===== src/ucnt_pkg.sv =====
package ucnt_pkg;

  // Register widths
  localparam int unsigned CntW  = 32;
  localparam int unsigned PscW  = 16;
  localparam int unsigned DataW = 32;
  localparam int unsigned IdxW  = 3;
  localparam int unsigned OpW   = 2;

  // Status and enable bit positions
  localparam int unsigned FlagUpdate  = 0;
  localparam int unsigned FlagCompare = 1;

  // Control register bit positions
  localparam int unsigned CtrlEnBit  = 0;
  localparam int unsigned CtrlOpuBit = 2;

  // Event generate bit position
  localparam int unsigned EgrUpdateBit = 0;

  typedef enum logic [OpW-1:0] {
    OP_TICK  = 2'd0,
    OP_READ  = 2'd1,
    OP_WRITE = 2'd2
  } op_e;

  typedef enum logic [IdxW-1:0] {
    REG_CTRL     = 3'd0,
    REG_IRQ_EN   = 3'd1,
    REG_STATUS   = 3'd2,
    REG_EVT_GEN  = 3'd3,
    REG_COUNT    = 3'd4,
    REG_PRESCALE = 3'd5,
    REG_RELOAD   = 3'd6,
    REG_COMPARE  = 3'd7
  } reg_idx_e;

  typedef struct packed {
    op_e             op;
    reg_idx_e        reg_index;
    logic [DataW-1:0] wdata;
  } in_item_t;

  typedef struct packed {
    logic [DataW-1:0] rdata;
    logic             irq;
  } out_item_t;

endpackage


===== src/up_counter_timer_with_compare_core.sv =====
// Channel  | valid         | stall         | payload
// ---------+---------------+---------------+--------------------------
// in       | in_valid_i    | in_stall_o    | in_item_i  (op, reg, data)
// out      | out_valid_o   | out_stall_i   | out_item_o (rdata, irq)
//
// Each transfer is handled at its accepting edge: the timer state is updated
// and the result lands in the output register at that edge.
// One item per cycle is sustained while the output side does not stall; there is a single output register.
// The input stalls only while a result is held and the output side stalls.
// Reset sets reload to all ones, clears the rest of the timer state and empties the output register.
module up_counter_timer_with_compare_core import ucnt_pkg::*; (
  input  logic      clk_i,
  input  logic      rst_ni,
  input  logic      in_valid_i,
  output logic      in_stall_o,
  input  in_item_t  in_item_i,
  output logic      out_valid_o,
  input  logic      out_stall_i,
  output out_item_t out_item_o
);

  logic            cnt_en_q, cnt_en_d;
  logic            opu_q, opu_d;
  logic [1:0]      irq_en_q, irq_en_d;
  logic [1:0]      flags_q, flags_d;
  logic [CntW-1:0] count_q, count_d;
  logic [PscW-1:0] psc_buf_q, psc_buf_d;
  logic [PscW-1:0] psc_act_q, psc_act_d;
  logic [PscW-1:0] psc_tick_q, psc_tick_d;
  logic [CntW-1:0] reload_q, reload_d;
  logic [CntW-1:0] compare_q, compare_d;

  logic            out_valid_q;
  out_item_t       out_item_q, out_item_d;
  logic            accept;
  logic [CntW-1:0] wdata_cnt;
  logic [CntW-1:0] tick_count;

  // Handshake: take a transfer whenever the output register is free or draining
  assign in_stall_o  = out_valid_q && out_stall_i;
  assign accept      = in_valid_i && !in_stall_o;
  assign out_valid_o = out_valid_q;
  assign out_item_o  = out_item_q;

  assign wdata_cnt = CntW'(in_item_i.wdata);

  // Step the timer state for one transfer
  always_comb begin
    cnt_en_d   = cnt_en_q;
    opu_d      = opu_q;
    irq_en_d   = irq_en_q;
    flags_d    = flags_q;
    count_d    = count_q;
    psc_buf_d  = psc_buf_q;
    psc_act_d  = psc_act_q;
    psc_tick_d = psc_tick_q;
    reload_d   = reload_q;
    compare_d  = compare_q;
    tick_count = count_q;
    out_item_d.rdata = '0;

    unique case (in_item_i.op)
      OP_TICK: begin
        if (cnt_en_q) begin
          if (psc_tick_q < psc_act_q) begin
            psc_tick_d = psc_tick_q + 1'b1;
          end else begin
            psc_tick_d = '0;
            // Wrap at reload, else advance
            if (count_q == reload_q) begin
              tick_count = '0;
              flags_d[FlagUpdate] = 1'b1;
              psc_act_d = psc_buf_q;
            end else begin
              tick_count = count_q + 1'b1;
            end
            count_d = tick_count;
            if (tick_count == compare_q) begin
              flags_d[FlagCompare] = 1'b1;
            end
          end
        end
      end
      OP_READ: begin
        unique case (in_item_i.reg_index)
          REG_CTRL: begin
            out_item_d.rdata[CtrlEnBit]  = cnt_en_q;
            out_item_d.rdata[CtrlOpuBit] = opu_q;
          end
          REG_IRQ_EN:   out_item_d.rdata = DataW'(irq_en_q);
          REG_STATUS:   out_item_d.rdata = DataW'(flags_q);
          REG_EVT_GEN:  out_item_d.rdata = '0;
          REG_COUNT:    out_item_d.rdata = DataW'(count_q);
          REG_PRESCALE: out_item_d.rdata = DataW'(psc_buf_q);
          REG_RELOAD:   out_item_d.rdata = DataW'(reload_q);
          REG_COMPARE:  out_item_d.rdata = DataW'(compare_q);
        endcase
      end
      OP_WRITE: begin
        unique case (in_item_i.reg_index)
          REG_CTRL: begin
            cnt_en_d = in_item_i.wdata[CtrlEnBit];
            opu_d    = in_item_i.wdata[CtrlOpuBit];
          end
          REG_IRQ_EN: irq_en_d = in_item_i.wdata[1:0];
          // Clear flags written as zero
          REG_STATUS: flags_d = flags_q & in_item_i.wdata[1:0];
          REG_EVT_GEN: begin
            if (in_item_i.wdata[EgrUpdateBit]) begin
              count_d    = '0;
              psc_tick_d = '0;
              psc_act_d  = psc_buf_q;
              if (!opu_q) begin
                flags_d[FlagUpdate] = 1'b1;
              end
            end
          end
          REG_COUNT:    count_d   = wdata_cnt;
          REG_PRESCALE: psc_buf_d = PscW'(in_item_i.wdata);
          REG_RELOAD:   reload_d  = wdata_cnt;
          REG_COMPARE:  compare_d = wdata_cnt;
        endcase
      end
      default: begin
        // Unused operation: leave the state alone
      end
    endcase

    out_item_d.irq = |(flags_d & irq_en_d);
  end

  // Timer state registers, advanced only on an accepted transfer
  always_ff @(posedge clk_i or negedge rst_ni) begin
    if (!rst_ni) begin
      cnt_en_q   <= 1'b0;
      opu_q      <= 1'b0;
      irq_en_q   <= '0;
      flags_q    <= '0;
      count_q    <= '0;
      psc_buf_q  <= '0;
      psc_act_q  <= '0;
      psc_tick_q <= '0;
      reload_q   <= '1;
      compare_q  <= '0;
    end else if (accept) begin
      cnt_en_q   <= cnt_en_d;
      opu_q      <= opu_d;
      irq_en_q   <= irq_en_d;
      flags_q    <= flags_d;
      count_q    <= count_d;
      psc_buf_q  <= psc_buf_d;
      psc_act_q  <= psc_act_d;
      psc_tick_q <= psc_tick_d;
      reload_q   <= reload_d;
      compare_q  <= compare_d;
    end
  end

  // Output register valid: fill on accept, drop once taken
  always_ff @(posedge clk_i or negedge rst_ni) begin
    if (!rst_ni) begin
      out_valid_q <= 1'b0;
    end else if (accept) begin
      out_valid_q <= 1'b1;
    end else if (!out_stall_i) begin
      out_valid_q <= 1'b0;
    end
  end

  // Output payload: hold while stalled
  always_ff @(posedge clk_i) begin
    if (accept) begin
      out_item_q <= out_item_d;
    end
  end

endmodule


===== config.mk =====
export PLATFORM = sky130hd
export DESIGN_NAME = up_counter_timer_with_compare_core
export DESIGN_NICKNAME = d
export VERILOG_FILES = /design/src/ucnt_pkg.sv /design/src/up_counter_timer_with_compare_core.sv
export SDC_FILE = /design/constraint.sdc
export NUM_CORES = 1
export LEC_CHECK = 0
export ABC_AREA = 1
export BUFFER_PORTS_ARGS = -buffer_cell sky130_fd_sc_hd__buf_2
export CORE_MARGIN = 10
export CORE_UTILIZATION = 25
export DETAILED_ROUTE_END_ITERATION = 10
export GPL_TIMING_DRIVEN = 0
export PLACE_DENSITY_LB_ADDON = 0.25
export SYNTH_ARGS = -nofsm -noshare
export SYNTH_HDL_FRONTEND = slang
export SYNTH_SLANG_ARGS = --single-unit

===== constraint.sdc =====
create_clock -name clk_i -period 4.7 [get_ports clk_i]
set_input_delay 0.705 -clock clk_i [delete_from_list [all_inputs] [get_ports clk_i]]
set_output_delay 0.705 -clock clk_i [all_outputs]
set_load 0.05 [all_outputs]

== Word level (Yosys, flattened, before mapping) ==
Index checks and enable logic that the tools add are counted.
Widths: inputs -> output; s select.
Storage, ports and cells
  flip-flop bits (word level): 184
Operators by class
  magnitude comparators: 1
  eq/ne operators: 19
  reduce and logical (&&, ||, !) cells: 15
  bitwise logic cells: 2
  $add $sub $neg: 2
  multiplexer cells: 37
Operators by type and width (number)
  $mux 32: 7
  $mux 16: 9
  $pmux 32 s2: 2
  $pmux 29 s4: 1
  $eq 32x32->1: 2
  $pmux 16 s2: 2
  $add 32x1->32 const B: 1
  $add 16x1->16 const B: 1
  $lt 16x16->1: 1
  $eq 3x3->1 const B: 4
  $pmux 1 s6: 2
  $reduce_and 3->1: 4
  $mux 2: 4
  $ne 2x2->1 const B: 4
  $pmux 1 s8: 1
  $mux 1: 7
  $reduce_and 7->1: 1
  $eq 3x2->1 const B: 2
  $reduce_and 6->1: 1
  $reduce_and 5->1: 1
  $and 2x2->2: 2
  $ne 2x1->1 const B: 2
  $pmux 2 s2: 1
  $eq 3x1->1 const B: 1
  12 further kinds: 13

== Longest topological paths before layout ==
  depth in word-level cells: 12
  mapped depth: 21
  gate-level depth less buffers: 20

== Worst setup path after synthesis ==
OpenSTA, ideal clock, no wires.
  kind: input to register
  from: in out_stall_i
  to: reg psc_tick_q[13]
  arrival time: 2.923 ns
  path slack: 1.645 ns
  stages on the path: 13
  path through: nand2_1 > inv_1 > nor2_4 > inv_1 > nor3_1 > o21ai_2 > nor2_1 > inv_1 > nor2_1 > nand2_1 > nor3_2 > xnor2_1 > nor2_1
On the way
  cells in the longest elaborated chain, start to end: 4
RTL lines
  start: declaration: line up_counter_timer_with_compare_core.sv:18  | input logic out_stall_i,
  $logic_and 1x1->1: line up_counter_timer_with_compare_core.sv:40  | assign in_stall_o = out_valid_q && out_stall_i;
  net in_stall_o: line up_counter_timer_with_compare_core.sv:15  | output logic in_stall_o,
  $logic_not 1->1: line up_counter_timer_with_compare_core.sv:41  | assign accept = in_valid_i && !in_stall_o;
  $logic_and 1x1->1: line up_counter_timer_with_compare_core.sv:41
  net accept: line up_counter_timer_with_compare_core.sv:35  | logic accept;
  $reduce_and 5->1 (no source line)
  end signal: assignment: line up_counter_timer_with_compare_core.sv:153  | psc_tick_q <= psc_tick_d;
  end: declaration: line up_counter_timer_with_compare_core.sv:29  | logic [PscW-1:0] psc_tick_q, psc_tick_d;
The timed path passes the listed nets, and every way through them passes these cells.
A chain may end at the register's enable or synchronous reset.

==> impl_metrics.ini <==
[status]
outcome = completed

[clocking]
cts-htree-levels = 4
cts_root_buffer = sky130_fd_sc_hd__clkbuf_16
clock_sinks = 184
cts.clk_slew.worst_paths_ns = 0.08
post_cts.repair.setup_buffers = 0
clock_tree_from_tritoncts = built
ctsHoldBuffers = 0
worstSkewPairLatency_ns = 0.46
cts_resized = 0
ctsLongestPathBuffers = 2
cts_inserted_buffers = 17

[timing]
period_needed_ns = 3.08
timing.final.ws_setup_ns = 1.62
slew_headroom = 0.363
grt_setup_unrepaired = false
final-hold-violation-count = 0
worst_slew_pin_slew_ns = 0.956
max_clock_freq_ghz = 0.325
finClkSkew_ns = 0.0146
finalSetupViolations = 0
timing_max_transition_violations_final = 0
setup_tns_ns = 0
final.period_utilization = 0.656

[route]
detailedRoute.firstIterationViolations = 895
drt_first_pass_iters = 5
antenna_violating_nets_post_route = 0
viasPerCell = 4.78
postRouteWirelength_um = 37400
detailroute.via_count = 9554
remaining_drc_errors = 0
detail_route.wl_per_cell_um = 18.7

[final_layout]
most-common-layout-cells = sky130_fd_sc_hd__nand2_1 (381), sky130_fd_sc_hd__inv_1 (171), sky130_fd_sc_hd__o21ai_0 (140)
register_area_mm2 = 0.00481
area_growth_pct = 16.2
finish.instance_area_mm2 = 0.0121
antenna_cells = 0
final_cell_count_no_fill = 2000
final.fill_count = 4521
nNetsFinal = 1513
mostFrequentLayoutCell = sky130_fd_sc_hd__nand2_1
multi_input_comb_area_mm2 = 0.00472
drive_gt1_frac = 0.118

[grt]
global_route.overflow_total = 0
all_layer_global_routing_usage = 0.150
gr-usage-met3 = 0.0262
gr-max-usage-layer = met2
grt_first_pass_wirelength_um = 57800
number_of_global_route_vias_before_repair = 9462
number_of_antenna_violations_at_the_first_check_in_global_routing = 0
maximum_number_of_pins_on_one_net_before_global_route_repair = 87
grt_util_met1 = 0.202
grt.met2_usage = 0.245

[synthesis]
ys_top_cells_by_area = sky130_fd_sc_hd__dfrtp_1 (28%), sky130_fd_sc_hd__nand2_1 (14%), sky130_fd_sc_hd__edfxtp_1 (9.5%)
mappedNetlistNets = 1417
synth_seq_cells = 184
synthesis_warning_total = 0
combined_area_of_all_synthesized_cells_mm2 = 0.0105
yosysTopAreaCell = sky130_fd_sc_hd__dfrtp_1
avgSynthCellArea_um2 = 7.69
postSynthCellCount = 1359
ys_types = 44
synth-seq-area-share = 0.460
post_synth_top_area_share = 0.285

[setup_path]
r2r_setup_slack_ns = 1.62
rr_endpoint = out_item_o[0]
worst_ep_arrival_time_ns = 3.41
setup_crit_path_kind = flip-flop to flip-flop
critical_path_required_ns = 5.03
critical_path_peak_fanout = 5
critical_path.reg2reg.startpoint = count_q[1]
critical_path.startpoint_type = flip-flop
ff2ff_path_depth = 19
critical_path.endpoint_type = flip-flop

[placed_design]
gp_congestion = 0.909
detailedPlacementHpwl_um = 28000
placed_cells = 1967
placed_area_mm2 = 0.0115
dp_worst_setup_slack_ns = 0.689
numPortBuffers = 75

[power]
power_density_mw_per_mm2 = 445
peak_ir_drop_on_the_vdd_network_uv = 292
leakage_component_of_the_power_nw = 5.51
p_total_mw = 5.40

[die]
fp.dieArea_mm2 = 0.0504
die_h_um = 225
core_region_area_mm2 = 0.0411
initial_utilization = 0.254
placement_rows = 74
die_width_um = 225
top_level_ports = 76

[min_path]
min-delay-path-class = input pin to async pin

[flow_run]
maxCapViolations = 0
## sequential cells by signal (all words and copies together) (netlist names)
signal and cells:
flags_q 2, psc_tick_q 16, psc_buf_q 16, reload_q 32, psc_act_q 16, out_item_o 33
out_valid_o 1, cnt_en_q 1, count_q 32, irq_en_q 2, opu_q 1, compare_q 32
## synth_stat cells (all sizes together)
library cell	count
a211oi	1
a21boi	5
a21o	2
a21oi	39
a221oi	16
a22oi	12
a31oi	1
a41oi	1
and2	1
buf	19
clkbuf	39
clkinv	1
dfrtp	119
dfstp	32
edfxtp	33
ha	17
inv	171
nand2	384
nand3	37
nand3b	13
nand4	8
nor2	142
nor3	16
nor3b	1
o211ai	3
o21ai	142
o21bai	1
o22ai	43
o32ai	1
o41ai	1
xnor2	30
xor2	28
## per-stage QoR
step | hold slack, ns | util
2_1_floorplan | 0.409 | -
3_3_place_gp | 0.466 | 0.280
3_5_place_dp | 0.473 | 0.281
4_1_cts | 0.274 | 0.295
5_1_grt | 0.299 | 0.296
6_report | 0.250 | 0.296
## critical path, stage by stage (launching register included)
cell and delay, ns:
sky130_fd_sc_hd__dfrtp_1 0.44, sky130_fd_sc_hd__ha_1 0.24, sky130_fd_sc_hd__nand3_2 0.16, sky130_fd_sc_hd__inv_1 0.09, sky130_fd_sc_hd__nand2_1 0.13, sky130_fd_sc_hd__nor2_1 0.31
sky130_fd_sc_hd__nand3_1 0.16, sky130_fd_sc_hd__xor2_1 0.20, sky130_fd_sc_hd__nand2_1 0.10, sky130_fd_sc_hd__nand2_1 0.08, sky130_fd_sc_hd__nand2_1 0.04, sky130_fd_sc_hd__nor2_1 0.17
sky130_fd_sc_hd__nand2_1 0.08, sky130_fd_sc_hd__nor2_1 0.16, sky130_fd_sc_hd__nand2_1 0.07, sky130_fd_sc_hd__nor2_1 0.20, sky130_fd_sc_hd__nand2_1 0.11, sky130_fd_sc_hd__nand2_1 0.10
sky130_fd_sc_hd__nand2_1 0.06, sky130_fd_sc_hd__nand2_1 0.06
## final cells by class
class                      instances  area share
buffer                            58      0.0230
clock buffer                      21      0.0415
clock inverter                    11     0.00731
inverter                         172      0.0531
multi-input combinational        945       0.389
sequential                       184       0.396
tap                              532      0.0548
timing repair buffer              77      0.0356
## power breakdown
part	leakage (nW)	switching, mW	internal (mW)	total (mW)
clock network	0.297	0.718	0.788	1.51
logic	3.03	1.04	0.599	1.64
registers	2.19	0.291	1.97	2.26
## per-layer routing
| metal | up-vias | routed length, um |
|---|---|---|
| met3 | 27 | 2200 |
| met5 | - | 0 |
| met4 | 0 | 445 |
| met1 | 4637 | 17200 |
| met2 | 286 | 17600 |
| li1 | 4604 | - |
## cells by family after synthesis
family	count (synthesis)	share of synthesized area
fa+ha+maj	17	0.0203
compound gates	268	0.146
flops	184	0.460
xor+xnor	58	0.0486
simple gates	602	0.236
buf+inv	230	0.0884
## how the worst max path moves through the flow
stage,startpoint,slack (ns),to
6_report,count_q[1],1.62,out_item_o[0]
5_1_grt,out_valid_o,1.30,psc_act_q[12]
4_1_cts,out_valid_o,1.07,psc_act_q[9]
3_5_place_dp,out_stall_i,0.69,psc_act_q[14]
3_3_place_gp,rst_ni,0.40,compare_q[23]
2_1_floorplan,out_stall_i,1.64,psc_tick_q[13]
Power figures use the tool's default switching activity.
